$ cat src/swtv_pkg.sv
// swtv_pkg: shared types for the sliding window type voter.
// No dependencies; used by sliding_window_type_voter.
package swtv_pkg;

	typedef enum logic [2:0] {
		ST_IDLE,
		ST_READ,
		ST_OLD,
		ST_DEC,
		ST_SCAN,
		ST_EMIT
	} state_t;

	localparam int unsigned CLASS_FIELD_W = 4;
	localparam int unsigned TDATA_W       = 8;

endpackage

$ cat src/swtv_ram.sv
// swtv_ram: single-port-write, single-port-read synchronous RAM with a registered read port.
// Holds the class window; contents undefined until written. No dependencies.
module swtv_ram #(
	parameter int unsigned DEPTH = 15,
	parameter int unsigned WIDTH = 4
) (
	input  logic                     clk,
	input  logic                     we,
	input  logic [$clog2(DEPTH)-1:0] waddr,
	input  logic [WIDTH-1:0]         wdata,
	input  logic [$clog2(DEPTH)-1:0] raddr,
	output logic [WIDTH-1:0]         rdata
);

	logic [WIDTH-1:0] mem [DEPTH];
	logic [WIDTH-1:0] rdata_s1;

	always_ff @(posedge clk) begin
		if (we) begin
			mem[waddr] <= wdata;
		end
		rdata_s1 <= mem[raddr];
	end

	assign rdata = rdata_s1;

endmodule

$ cat src/swtv_vote_ram.sv
// swtv_vote_ram: vote counter RAM with per-entry valid bits; an unwritten entry reads zero.
// Registered read, read-before-write. No dependencies.
module swtv_vote_ram #(
	parameter int unsigned DEPTH = 16,
	parameter int unsigned WIDTH = 4
) (
	input  logic                     clk,
	input  logic                     arst_n,
	input  logic                     we,
	input  logic [$clog2(DEPTH)-1:0] waddr,
	input  logic [WIDTH-1:0]         wdata,
	input  logic [$clog2(DEPTH)-1:0] raddr,
	output logic [WIDTH-1:0]         rdata
);

	logic [WIDTH-1:0] mem [DEPTH];
	logic [WIDTH-1:0] mem_s1;
	logic [DEPTH-1:0] valid_q;
	logic             valid_s1;

	always_ff @(posedge clk) begin
		if (we) begin
			mem[waddr] <= wdata;
		end
		mem_s1 <= mem[raddr];
	end

	always_ff @(posedge clk or negedge arst_n) begin
		if (!arst_n) begin
			valid_q  <= '0;
			valid_s1 <= 1'b0;
		end else begin
			if (we) begin
				valid_q[waddr] <= 1'b1;
			end
			valid_s1 <= valid_q[raddr];
		end
	end

	assign rdata = valid_s1 ? mem_s1 : '0;

endmodule

$ cat src/sliding_window_type_voter.sv
// Sliding window type voter: smooths an object's class label by a majority vote over a window
// of recent seen frames. Depends on swtv_pkg, swtv_ram, swtv_vote_ram.
//
// One input transfer gives exactly one output transfer. A seen frame first does a
// read-modify-write on the window and vote RAMs in states READ, OLD and DEC, then a scan of
// all NUM_CLASSES vote counters through the single read port of the vote RAM (one counter
// per cycle), then the output load. Items are processed one at a time; the output register
// lets the next item enter while a result waits to be taken. No clearing pass is needed
// after reset.
module sliding_window_type_voter #(
	parameter int unsigned NUM_CLASSES = 16,
	parameter int unsigned WINDOW_LEN  = 15
) (
	input  logic       clk,
	input  logic       arst_n,
	input  logic       s_tvalid,
	output logic       s_tready,
	input  logic [7:0] s_tdata,  // [3:0] observed_class, [7:4] zero
	input  logic       s_tuser,  // [0] seen
	output logic       m_tvalid,
	input  logic       m_tready,
	output logic [7:0] m_tdata   // [3:0] voted_class, [7:4] zero
);

	localparam int unsigned CLS_W  = $clog2(NUM_CLASSES);
	localparam int unsigned SLOT_W = $clog2(WINDOW_LEN);
	localparam int unsigned CNT_W  = $clog2(WINDOW_LEN + 1);
	localparam int unsigned AGE_W  = $clog2(WINDOW_LEN + 2);
	localparam int unsigned SCAN_W = CLS_W + 1;
	localparam int unsigned EXT_W  = CLS_W + swtv_pkg::CLASS_FIELD_W;

	swtv_pkg::state_t state_q, state_d;

	logic [AGE_W-1:0]  age_q;
	logic [SLOT_W-1:0] sp_q;
	logic [SLOT_W-1:0] sp_next;
	logic              warm_now;
	logic              accept;

	logic [CLS_W-1:0]  cls_q;
	logic [SLOT_W-1:0] slot_q;
	logic              warm_q;
	logic [CLS_W-1:0]  old_q;
	logic              repl_q;
	logic [CLS_W-1:0]  chosen_q;

	logic [SCAN_W-1:0] scan_q;
	logic              rd_vld_s1;
	logic [CLS_W-1:0]  rd_idx_s1;
	logic [CLS_W-1:0]  best_idx_q;
	logic [CNT_W-1:0]  best_cnt_q;
	logic              cand_better;
	logic              scan_last;

	logic              out_valid_q;
	logic [swtv_pkg::CLASS_FIELD_W-1:0] out_class_q;

	logic [EXT_W-1:0]  cls_ext;
	logic [CLS_W-1:0]  cls_in;
	logic [EXT_W-1:0]  chosen_ext;
	logic              out_free;

	logic              win_we;
	logic [CLS_W-1:0]  win_rdata;
	logic              vote_we;
	logic [CLS_W-1:0]  vote_waddr;
	logic [CNT_W-1:0]  vote_wdata;
	logic [CLS_W-1:0]  vote_raddr;
	logic [CNT_W-1:0]  vote_rdata;
	logic              repl_now;
	logic              scan_issue;

	assign cls_ext = {{CLS_W{1'b0}}, s_tdata[swtv_pkg::CLASS_FIELD_W-1:0]};
	assign cls_in  = (cls_ext >= EXT_W'(NUM_CLASSES)) ?
			CLS_W'(NUM_CLASSES - 1) : cls_ext[CLS_W-1:0];

	assign accept   = s_tvalid && s_tready;
	assign sp_next  = (sp_q == SLOT_W'(WINDOW_LEN - 1)) ? '0 : sp_q + 1'b1;
	assign warm_now = age_q < AGE_W'(WINDOW_LEN);
	assign out_free = !out_valid_q || m_tready;
	assign repl_now = warm_q || (win_rdata != cls_q);
	assign scan_issue = (state_q == swtv_pkg::ST_SCAN) && (scan_q < SCAN_W'(NUM_CLASSES));
	assign cand_better = (rd_idx_s1 == '0) || (vote_rdata > best_cnt_q);
	assign scan_last   = rd_vld_s1 && (rd_idx_s1 == CLS_W'(NUM_CLASSES - 1));

	swtv_ram #(
		.DEPTH(WINDOW_LEN),
		.WIDTH(CLS_W)
	) u_win (
		.clk  (clk),
		.we   (win_we),
		.waddr(slot_q),
		.wdata(cls_q),
		.raddr(slot_q),
		.rdata(win_rdata)
	);

	swtv_vote_ram #(
		.DEPTH(NUM_CLASSES),
		.WIDTH(CNT_W)
	) u_votes (
		.clk   (clk),
		.arst_n(arst_n),
		.we    (vote_we),
		.waddr (vote_waddr),
		.wdata (vote_wdata),
		.raddr (vote_raddr),
		.rdata (vote_rdata)
	);

	always_comb begin
		state_d = state_q;
		case (state_q)
			swtv_pkg::ST_IDLE: begin
				if (accept) begin
					state_d = s_tuser ? swtv_pkg::ST_READ : swtv_pkg::ST_EMIT;
				end
			end
			swtv_pkg::ST_READ: state_d = swtv_pkg::ST_OLD;
			swtv_pkg::ST_OLD:  state_d = swtv_pkg::ST_DEC;
			swtv_pkg::ST_DEC:  state_d = swtv_pkg::ST_SCAN;
			swtv_pkg::ST_SCAN: begin
				if (scan_last) begin
					state_d = swtv_pkg::ST_EMIT;
				end
			end
			swtv_pkg::ST_EMIT: begin
				if (out_free) begin
					state_d = swtv_pkg::ST_IDLE;
				end
			end
			default: state_d = swtv_pkg::ST_IDLE;
		endcase
	end

	always_comb begin
		s_tready   = 1'b0;
		win_we     = 1'b0;
		vote_we    = 1'b0;
		vote_waddr = cls_q;
		vote_wdata = vote_rdata + 1'b1;
		vote_raddr = cls_q;
		case (state_q)
			swtv_pkg::ST_IDLE: s_tready = 1'b1;
			swtv_pkg::ST_OLD: begin
				win_we  = repl_now;
				vote_we = repl_now;
				if (!warm_q) begin
					vote_raddr = win_rdata;
				end
			end
			swtv_pkg::ST_DEC: begin
				vote_we    = !warm_q && repl_q && (vote_rdata != '0);
				vote_waddr = old_q;
				vote_wdata = vote_rdata - 1'b1;
			end
			swtv_pkg::ST_SCAN: vote_raddr = scan_q[CLS_W-1:0];
			default: ;
		endcase
	end

	always_ff @(posedge clk or negedge arst_n) begin
		if (!arst_n) begin
			state_q     <= swtv_pkg::ST_IDLE;
			age_q       <= '0;
			sp_q        <= '0;
			chosen_q    <= '0;
			scan_q      <= '0;
			rd_vld_s1   <= 1'b0;
			out_valid_q <= 1'b0;
		end else begin
			state_q   <= state_d;
			rd_vld_s1 <= scan_issue;
			if (accept && s_tuser) begin
				if (age_q < AGE_W'(WINDOW_LEN + 1)) begin
					age_q <= age_q + 1'b1;
				end
				sp_q <= sp_next;
			end
			if (state_q == swtv_pkg::ST_DEC) begin
				scan_q <= '0;
			end else if (scan_issue) begin
				scan_q <= scan_q + 1'b1;
			end
			if (state_q == swtv_pkg::ST_SCAN && scan_last) begin
				chosen_q <= cand_better ? rd_idx_s1 : best_idx_q;
			end
			if (state_q == swtv_pkg::ST_EMIT && out_free) begin
				out_valid_q <= 1'b1;
			end else if (m_tready) begin
				out_valid_q <= 1'b0;
			end
		end
	end

	assign chosen_ext = {{swtv_pkg::CLASS_FIELD_W{1'b0}}, chosen_q};

	always_ff @(posedge clk) begin
		if (accept) begin
			cls_q  <= cls_in;
			warm_q <= warm_now;
			slot_q <= warm_now ? sp_q : sp_next;
		end
		if (state_q == swtv_pkg::ST_OLD) begin
			old_q  <= win_rdata;
			repl_q <= repl_now;
		end
		rd_idx_s1 <= scan_q[CLS_W-1:0];
		if (rd_vld_s1 && cand_better) begin
			best_idx_q <= rd_idx_s1;
			best_cnt_q <= vote_rdata;
		end
		if (state_q == swtv_pkg::ST_EMIT && out_free) begin
			out_class_q <= chosen_ext[swtv_pkg::CLASS_FIELD_W-1:0];
		end
	end

	assign m_tvalid = out_valid_q;
	assign m_tdata  = {{(swtv_pkg::TDATA_W - swtv_pkg::CLASS_FIELD_W){1'b0}}, out_class_q};

	a_age_bound: assert property (@(posedge clk) disable iff (!arst_n)
		age_q <= AGE_W'(WINDOW_LEN + 1))
		else $error("age count past saturation");

	a_slot_bound: assert property (@(posedge clk) disable iff (!arst_n)
		sp_q < SLOT_W'(WINDOW_LEN))
		else $error("slot pointer out of window");

	a_inc_nonzero: assert property (@(posedge clk) disable iff (!arst_n)
		(state_q == swtv_pkg::ST_OLD && vote_we) |-> vote_wdata != '0)
		else $error("vote counter overflow on increment");

	a_dec_other: assert property (@(posedge clk) disable iff (!arst_n)
		(state_q == swtv_pkg::ST_DEC && vote_we) |-> (old_q != cls_q && !warm_q))
		else $error("decrement of the incoming class");

	a_scan_to_emit: assert property (@(posedge clk) disable iff (!arst_n)
		(state_q == swtv_pkg::ST_SCAN && scan_last) |=> state_q == swtv_pkg::ST_EMIT)
		else $error("scan end without result load");

endmodule
$ cat config.mk
export PLATFORM = sky130hd
export DESIGN_NAME = sliding_window_type_voter
export DESIGN_NICKNAME = d
export VERILOG_FILES = /design/src/swtv_pkg.sv /design/src/swtv_ram.sv /design/src/swtv_vote_ram.sv /design/src/sliding_window_type_voter.sv
export SDC_FILE = /design/constraint.sdc
export NUM_CORES = 1
export LEC_CHECK = 0
export CORE_ASPECT_RATIO = 1.4
export CORE_MARGIN = 3
export CORE_UTILIZATION = 45
export DETAILED_ROUTE_END_ITERATION = 16
export DONT_BUFFER_PORTS = 1
export HOLD_SLACK_MARGIN = 0.02
export SYNTH_ARGS = -nofsm -noshare
export SYNTH_HDL_FRONTEND = slang
export SYNTH_SLANG_ARGS = --single-unit
$ cat constraint.sdc
create_clock -name clk -period 4.5 [get_ports clk]
set_clock_uncertainty 0.2 [all_clocks]
set_input_delay 0.45 -clock clk [delete_from_list [all_inputs] [get_ports clk]]
set_output_delay 0.45 -clock clk [all_outputs]
set_load 0.02 [all_outputs]
==> metrics, run 1 <==
post-synth cell types=63; core box area=18700 um^2; vias in the first global route=5248; post-synthesis sequential area ratio=67.1%; outcome=completed; fin. max-slew vios=0; Area Growth Syn to Fin=11.4%; Syn Area/Cell=14.1 um^2; Detail Route Antenna Nets=0; M1 WL=7110 um; drt drc=0; Die Y=169 um; worst-skew pair later-pin latency=0.48 ns; share of cells above drive strength 1=12.5%; Post-synth top flop=edfxtp_1; Clock Tree Root=clkbuf_16; first-pass GRT wire length=28200 um; Worst Path Class, Setup=register to register; Cell Pwr Density=656 nW/um^2; met3 WL=686 um; post-CTS resize count=0; LEAKAGE=0.00336 uW; Vias=4966; max-cap violation count=0; Final Cycle Share=73.6%; Slew @ Worst Pin=1.03 ns; Min Clock Period, post-route=3.31 ns; gr usage total=17.4%; Row Count=59; Die Wd=123 um; final hold vios=0; critical path endpoint category=register; # port buffers=0; Finished Cell Area=9540 um^2; HP Class=input pin to register; wire per inst=20.3 um; total power=6260 uW; Starting DRT DRC Count=380; Mapped Area=8570 um^2; WP data required=4.43 ns; number of diodes=0; initial core utilization=45.9%; Syn Inst Count=606; CTS H-tree depth=1; Die ar.=20800 um^2; clock buffer depth=3; gr ovfl total=0; Area after DPL=8780 um^2; VDD IR max=0.000304 V; fmax=0.302 GHz; Post-Route WL=17800 um; clock-pin slew of the registers on the worst-case setup and hold paths=0.06 ns; reg2reg setup slack=1.19 ns; drt first pass iters=5; RSZ-0062 raised after global routing=no; max layer used=met4; cts hold-fix bufs=8; crit-path max FO=23; CTS tree=built; critical path arrival=3.24 ns; Fin Setup TNS=0 ns; Final #Nets=638; Seq cells post-synth=202; yosys warns=0; Vias/cell=5.66; initial antenna violation count=0; routed wl met2=9530 um; Post-CTS Setup Bufs=0; DP Wirelength=12200 um; CTS Buf Count=20; number of synthesized flops with an enable pin=150; largest net degree at the start of global routing=41; Clock Sinks=202; Max-slew headroom=30.4%; final setup fails=0; Min Hold Slack=0.0423 ns; Worst setup SP type=register; Async S/R FF share, synth=19.8%; gpl congestion=0.857; Top-Level Pins=23
## per-stage QoR
step                utilization, %  std cells  worst slack, ns
floorplan                        -        609             1.80
global placement              47.0        834             1.29
detailed placement            47.0        834             1.21
CTS                           51.1        878             1.18
global route                  51.1        878            0.973
finish                        51.1        878             1.19
## final timing paths
path | to | from | cells after the start
hold reg to reg | rd_idx_s1[3] | scan_q[3] | 0
min in group asynchronous | sp_q[1] | arst_n | 2
setup reg to reg | u_votes.mem[13][1] | state_q[0] | 5
hold / removal | m_tvalid | m_tready | 2
max in group asynchronous | m_tvalid | arst_n | 2
setup / recovery | u_votes.mem[13][1] | state_q[0] | 5
## critical path, stage by stage, from the launching register on
cell and delay (ns):
dfrtp_1 0.69, nor3b_4 0.59, nand2_1 0.29, o21ai_0 0.26, o21ai_1 0.43, nor2_1 0.49
## logic make-up (layout without fill, tap and decap cells)
group / Yosys count / in the layout / share of synthesized area, %
XOR/XNOR: 14 / 14 / 1.43
AND/OR/NAND/NOR: 196 / 196 / 11.3
adder cells (fa/ha/maj): 5 / 5 / 0.730
other: 1 / 4 / 0.0438
flip-flops: 202 / 202 / 67.1
AO/OA/AOI/OAI: 108 / 108 / 8.53
multiplexers: 39 / 39 / 8.34
buffers and inverters: 41 / 66 / 2.57
## Yosys cell counts (3+ instances only)
library cell	instances	area [um^2]
a211oi_1	8	60.1
a21o_1	3	22.5
a21oi_1	14	70.1
a221oi_1	3	26.3
a22oi_1	5	37.5
a31oi_1	7	43.8
and2_1	3	18.8
and3_1	12	75.1
buf_2	8	40.0
buf_4	4	30.0
buf_6	4	45.0
clkbuf_1	10	37.5
dfrtp_1	40	1000
dfxtp_1	12	240
edfxtp_1	150	4500
ha_1	5	62.6
inv_1	12	45.0
mux2_2	6	67.6
mux2i_1	8	80.1
mux4_1	3	78.8
mux4_2	21	473
nand2_1	60	225
nand2b_1	7	43.8
nand3_1	13	65.1
nand3b_1	4	30.0
nand4_1	4	25.0
nand4bb_1	3	33.8
nor2_1	57	214
nor2b_1	3	18.8
nor3_1	9	45.0
nor3b_1	8	60.1
nor4_1	5	31.3
o21a_1	4	30.0
o21ai_0	22	110
o21ai_1	5	25.0
o21bai_1	17	128
o22ai_1	4	25.0
xnor2_1	10	87.6
xor2_1	4	35.0
## flip-flops by register name, summed over array words and instances (netlist names), 5 cells and up
register / count
age_q: 5
scan_q: 5
u_votes.mem: 64
u_votes.valid_q: 16
u_win.mem: 60
## per-layer routing
metal / up-vias / GRT usage (%)
li1: 2314 / -
met1: 2503 / 21.2
met2: 115 / 31.6
met3: 34 / 2.67
met4: 0 / 5.60
met5: - / 0
## placed cells by master (no fill, tap or decap), drive strengths merged, types with 11 or more instances in the layout
cell,count
nor2,57
clkbuf,24
dfxtp,12
nand2,61
inv,12
o21ai,27
nand3,13
and3,12
o21bai,17
buf,11
dfrtp,40
edfxtp,150
a21oi,14
mux4,24
## power by group
group / switching (uW) / leakage [uW] / internal (uW)
combinational: 1050 / 0.00108 / 683
sequential: 332 / 0.00197 / 2530
clock: 678 / 0.000312 / 987
## layout make-up
cell class,instances,area [um^2]
clock buffer,24,547
clock inverter,12,124
fill,1542,9130
inverter,12,45.0
multi-input combinational,366,2610
sequential,202,5750
tap,244,305
timing repair buffer,18,165
Power figures use the tool's default switching activity.
==> run 2, diff against run 1 <==
- ABC_AREA: not set -> 1
- clock period: 4.5 -> 3.4 ns (I/O delays scaled with it)
==> run 2 against run 1 <==
Critical path depth up 4. Setup slack worse by 0.52 ns. Via count grew 18%. Final area rose by 4.2%. Highest routed layer unchanged. Largest cell class unchanged. Combinational power is 62% higher. Largest power group unchanged. Routed wire length is 5.0% higher. Critical endpoint is now u_votes.mem_s1[1]. Total power increased by 36%.
==> metrics, run 2 <==
outcome=completed; Die Y=173 um (+2.0%); crit-path max FO=40 (+74%); Vias/cell=5.17 (-8.7%); Die Wd=125 um (+1.9%); placed instance count=1085 (+30%); commonest non-fill, non-tap cell in the layout=nand2_1; Biggest register=u_votes.mem; drt drc=0 (unchanged); reg2reg setup slack=0.67 ns (-0.52 ns); reg2reg path depth=9 (+4); core box area=19400 um^2 (+3.7%); share of cells above drive strength 1=8.38% (-4.1 points); Clock Sinks=202 (unchanged); cts hold-fix bufs=10 (+2); fin. max-slew vios=0 (unchanged); Syn Area/Cell=10.4 um^2 (-26%); Post-CTS Setup Bufs=0 (unchanged); yosys warns=0 (unchanged); Async S/R FF share, synth=19.8% (unchanged); HP Class=input pin to register; number of synthesized flops with an enable pin=150 (unchanged); reg2reg end=u_votes.mem_s1[1]; gpl congestion=0.796 (-7.1%); Post-Route WL=18700 um (+5.0%); first-pass GRT wire length=30600 um (+8.5%); beginning of the worst hold path=s_tvalid; Area contributors post-synth=edfxtp_1, dfrtp_1, nand2_1; worst-skew pair later-pin latency=0.49 ns (about the same); Worst Hold End=warm_q; Internal=5450 uW (+30%); vias in the first global route=5884 (+12%); Area after DPL=9160 um^2 (+4.3%); Detail Route Antenna Nets=0 (unchanged); Hold Path Stages=3 (+1); Finished Cell Area=9940 um^2 (+4.2%); post-CTS resize count=0 (unchanged); fmax=0.366 GHz (+21%); Clock Tree Root=clkbuf_16; Syn Inst Count=855 (+41%); Worst Path Class, Setup=register to register; Commonest cells post-synth=nand2_1, edfxtp_1, inv_1; initial core utilization=46.0% (+0.18 points); net switching power=3080 uW (+50%); Slew @ Worst Pin=1.06 ns (+0.0309 ns); max-cap violation count=0 (unchanged); largest net degree at the start of global routing=41 (unchanged); clock power share=25.7% (-0.9 points); # port buffers=0 (unchanged); CTS H-tree depth=1 (unchanged); post-synthesis sequential area ratio=64.4% (-2.7 points); met2 GRT Util=31.9% (+0.34 points); cell taking the most area after synthesis=edfxtp_1; critical path endpoint category=register; CTS tree=built; LEAKAGE=0.00411 uW (+22%); cell with the most instances after synthesis=nand2_1; non-filler cells, final=1131 (+29%); Row Count=60 (+1.7%); Sw Share=36.1% (+3.2 points); M3 GR Usage=2.35% (-0.32 points); gr usage total=17.3% (-0.15 points); Vias=5842 (+18%); initial antenna violation count=0 (unchanged); Area Growth Syn to Fin=11.4% (about the same); busiest grt layer=met2; WP data required=3.63 ns (-0.80 ns); Max-slew headroom=28.7% (-1.7 points); VDD IR max=0.000466 V (+53%); final hold vios=0 (unchanged); Cell Pwr Density=859 nW/um^2 (+31%); post-synth cell types=42 (-33%); CTS Buf Count=20 (unchanged); Top-Level Pins=23 (unchanged); wire per inst=16.5 um (-19%); critical path arrival=2.96 ns (-0.28 ns); Final Cycle Share=80.4% (+6.8 points); FF-to-FF Start=state_q[1]; Comb pwr share=32.8% (+5.1 points); number of diodes=0 (unchanged); DP Wirelength=12500 um (+2.5%); drt first pass iters=5 (unchanged); top flop regs=u_votes.mem x64, u_win.mem x60, u_votes.valid_q x16; gr ovfl total=0 (unchanged); total power=8540 uW (+36%); Post-synth top flop=edfxtp_1; Die ar.=21600 um^2 (+3.9%); Mapped Area=8920 um^2 (+4.1%); Final #Nets=887 (+39%); met1 global-route usage=21.1% (-0.11 points); RSZ-0062 raised after global routing=no; clock-pin slew of the registers on the worst-case setup and hold paths=0.07 ns (about the same); most frequent cells in the layout=nand2_1, edfxtp_1, inv_1; Starting DRT DRC Count=357 (-6.1%); Worst setup SP type=register; final setup fails=0 (unchanged); Seq cells post-synth=202 (unchanged); sequential power share=41.5% (-4.2 points); clock buffer depth=3 (unchanged); Fin Setup TNS=0 ns (unchanged); top-area cell type share of the netlist area=50.5% (-2.1 points); Min Clock Period, post-route=2.73 ns (-0.577 ns); max reg flops=64 (unchanged)
run 2: changes by cell type in the layout (fill, tap and decap cells not counted), sizes merged, moves of 12 or more:
cell    previous run  this run
and3              12         0
o21ai             27        41
o21bai            17         1
nand3             13        87
nand2             61       169
nand4              4        46
mux4              24         0
inv               12       139
run 2: metal layers:
| metal | vias up | share of wire (%) |
|---|---|---|
| met5 | - | 0 |
| met4 | 0 | 1.9 |
| met3 | 25 | 3.6 |
| met2 | 99 | 54 |
| met1 | 2802 | 41 |
| li1 | 2916 | - |
run 2: how the worst max path moves through the flow:
| stage | from | endpoint | slack (ns) | depth (start not counted) |
|---|---|---|---|---|
| after floorplan | u_votes.valid_s1 | best_cnt_q[0] | 0.94 | 6 |
| after global placement | cls_q[0] | u_votes.mem_s1[1] | 0.68 | 9 |
| after detailed placement | state_q[1] | u_votes.mem_s1[1] | 0.65 | 9 |
| after CTS | state_q[1] | u_votes.mem_s1[1] | 0.63 | 9 |
| after global routing | state_q[1] | u_votes.mem_s1[1] | 0.42 | 9 |
| final | state_q[1] | u_votes.mem_s1[1] | 0.67 | 9 |
run 2: worst max-delay path, cell delays in order, from the launching register on:
cell and delay, ns:
dfrtp_1 0.44, nor2_2 0.26, nand2_2 0.18, nand3_2 0.13, nand3_2 0.70, nand2_1 0.26, nand3_1 0.10, nand3_1 0.14
nand3_1 0.13, nand2_1 0.11
run 2: power groups by stage:
stage               Sequential [uW]  Clock, uW  Combinational [uW]
floorplan                      3520          0                2010
global placement               3590          0                2760
detailed placement             3600          0                2780
CTS                            3550       2250                2830
global route                   3580       2340                3150
finish                         3540       2190                2800
run 2: cell families (layout without fill, tap and decap cells):
| group | Yosys count | in the layout | share of synthesized area [%] |
|---|---|---|---|
| adder cells (fa/ha/maj) | 5 | 5 | 0.701 |
| multiplexers | 1 | 1 | 0.126 |
| AND/OR/NAND/NOR | 370 | 370 | 19.2 |
| buffers and inverters | 174 | 199 | 7.95 |
| other | 1 | 4 | 0.0420 |
| XOR/XNOR | 10 | 10 | 0.982 |
| flip-flops | 202 | 202 | 64.4 |
| AO/OA/AOI/OAI | 92 | 92 | 6.58 |
run 2: layout make-up:
type                       count  area (um^2)
fill                        1771         9430
sequential                   202         5750
multi-input combinational    482         2470
clock buffer                  34          624
inverter                     139          524
tap                          248          310
timing repair buffer          24          223
clock inverter                 2         37.5
run 2: stage by stage:
step | setup WS, ns | hold slack (ns) | util [%]
after floorplan | 0.935 | -0.156 | -
after global placement | 0.682 | -0.155 | 47.3
after detailed placement | 0.653 | -0.155 | 47.3
after CTS | 0.628 | 0.0801 | 51.3
after global routing | 0.417 | 0.0948 | 51.3
final | 0.667 | 0.0933 | 51.3
==> run 3, diff against run 2 <==
- clock period: 3.4 -> 2.55 ns (I/O delays scaled with it)
==> run 3 against run 2 <==
Sequential power rose by 33%. First-iteration DRC count rose by 0.56%. Fmax rose by 15%. Utilization rose by 0.92 points. Global-route usage rose by 0.50 points. Final cell count rose by 1.3%. Sequential cell count did not move. Final area rose by 1.8%. Critical endpoint is now u_votes.mem[1][0]. Largest cell class unchanged. Largest power group unchanged.
==> metrics, run 3 (synthesized netlist as in run 2, its figures left out) <==
outcome=completed; CP cell instances=nand2_2, nor2_8, inv_4, o21ai_2, inv_1, nor2_1, nand2_1, nor2_1; Final #Nets=902 (+1.7%); first-pass GRT wire length=31100 um (+1.9%); Worst setup SP type=register; share of cells above drive strength 1=10.5% (+2.1 points); reg2reg setup slack=0.17 ns (-0.50 ns); worst-skew pair later-pin latency=0.49 ns (about the same); fin. max-slew vios=0 (unchanged); RSZ-0062 raised after global routing=yes; gpl congestion=0.861 (+8.2%); worst setup margin=0.172 ns (-0.496 ns); DP Wirelength=12900 um (+3.2%); Die ar.=21600 um^2 (unchanged); non-filler cells, final=1146 (+1.3%); drt drc=0 (unchanged); Biggest register=u_votes.mem; crit-path max FO=14 (-65%); CP startpoint=state_q[1]; Area Growth Syn to Fin=13.5%; Starting DRT DRC Count=359 (+0.56%); largest net degree at the start of global routing=41 (unchanged); Setup WS pre-CTS=0.178 ns (-0.475 ns); Cell Pwr Density=1150 nW/um^2 (+34%); Post-CTS Setup Bufs=0 (unchanged); critical path arrival=2.33 ns (-0.63 ns); final setup fails=0 (unchanged); vias in the first global route=6087 (+3.5%); max reg flops=64 (unchanged); core box area=19400 um^2 (unchanged); CTS tree=built; number of diodes=0 (unchanged); VDD IR max=0.000750 V (+61%); placed instance count=1100 (+1.4%); LEAKAGE=0.00421 uW (+2.5%); CTS Buf Count=20 (unchanged); gr usage total=17.8% (+0.50 points); clock power share=25.7% (about the same); Internal=7520 uW (+38%); Vias=5952 (+1.9%); WP data required=2.50 ns (-1.13 ns); Final Cycle Share=93.3% (+13 points); Die Wd=125 um (unchanged); top flop regs=u_votes.mem x64, u_win.mem x60, u_votes.valid_q x16; reg2reg end=u_votes.mem[1][0]; gr ovfl total=0 (unchanged); Clock Sinks=202 (unchanged); drt first pass iters=5 (unchanged); Clock Tree Root=clkbuf_16; max incr delay on CP=0.45 ns (-0.25 ns); max-cap violation count=0 (unchanged); CTS H-tree depth=1 (unchanged); HP Class=input pin to asynchronous set/reset pin; reg2reg path depth=8 (-1); commonest non-fill, non-tap cell in the layout=nand2_1; # fillers=1729 (-2.4%); Worst Path Class, Setup=register to register; Die Y=173 um (unchanged); most frequent cells in the layout=nand2_1, edfxtp_1, inv_1; critical path endpoint category=register; clock-pin slew of the registers on the worst-case setup and hold paths=0.06 ns (about the same); initial core utilization=46.0% (unchanged); Detail Route Antenna Nets=0 (unchanged); FF-to-FF Start=state_q[1]; sequential power share=40.3% (-1.2 points); Sw Share=35.7% (-0.45 points); # port buffers=0 (unchanged); most used cell, CP=nor2_1; wire per inst=16.4 um (-0.53%); Vias/cell=5.19 (+0.55%); Top-Level Pins=23 (unchanged); Comb pwr share=34.0% (+1.2 points); net switching power=4170 uW (+35%); initial antenna violation count=0 (unchanged); fmax=0.420 GHz (+15%); Post-Route WL=18800 um (+0.79%); Min Clock Period, post-route=2.38 ns (-0.354 ns); clock buffer depth=3 (unchanged); Row Count=60 (unchanged); Critical-path top delay cell=dfrtp_1; final hold vios=0 (unchanged)
## run 3: stage by stage
stage               util, %  TNS [ns]  hold WS [ns]  total power, uW  cell area, um^2
floorplan                 -         0        -0.241             7380             8930
global placement       48.1         0        -0.240             8690             9320
detailed placement     48.1         0        -0.240             8740             9320
CTS                    52.2         0        0.0514            11800            10100
global route           52.2  -0.00249        0.0855            12400            10100
finish                 52.2         0        0.0646            11700            10100
## run 3: worst max-delay path by stage
| stage | to | cells past startpoint | slack, ns |
|---|---|---|---|
| after CTS | state_q[2] | 8 | 0.04 |
| after floorplan | best_cnt_q[0] | 6 | 0.09 |
| after detailed placement | u_votes.mem[1][0] | 8 | 0.18 |
| final | u_votes.mem[1][0] | 8 | 0.17 |
| after global placement | u_votes.mem[1][0] | 8 | 0.21 |
| after global routing | state_q[2] | 8 | -0.002 |
## run 3: area by class of cell
type	instances	area [um^2]	area share, %
timing repair buffer	39	385	3.81
multi-input combinational	482	2480	24.5
sequential	202	5750	56.8
inverter	139	524	5.18
clock buffer	27	548	5.42
clock inverter	9	121	1.20
tap	248	310	3.07
## run 3: power by group through the flow
stage	clock network, uW	logic, uW	registers (uW)
after global placement	0	3930	4770
after global routing	3190	4500	4760
final	3010	3970	4700
after detailed placement	0	3960	4780
after CTS	3060	4030	4710
after floorplan	0	2690	4690
## run 3: timing repair
item                                    CTS  global route
endpoints found under the hold margin    69             0
gates resized for setup                   0             4
endpoints found under the setup margin    0            21
hold buffers                             10             0
## run 3: worst max-delay path: cells and delay by family, from the launching register on
kind	cells	cell delay, ns
buffers and inverters	2	0.19
AOI/OAI and AO/OA	1	0.16
DFF	1	0.45
and+or+nand+nor	5	1.04
## run 3: per-layer routing
metal	GRT usage, %	share of wire [%]	up-vias
met5	0	0	-
li1	-	-	2945
met3	2.32	3.6	35
met4	5.42	2.5	0
met1	21.5	40	2856
met2	32.9	54	116
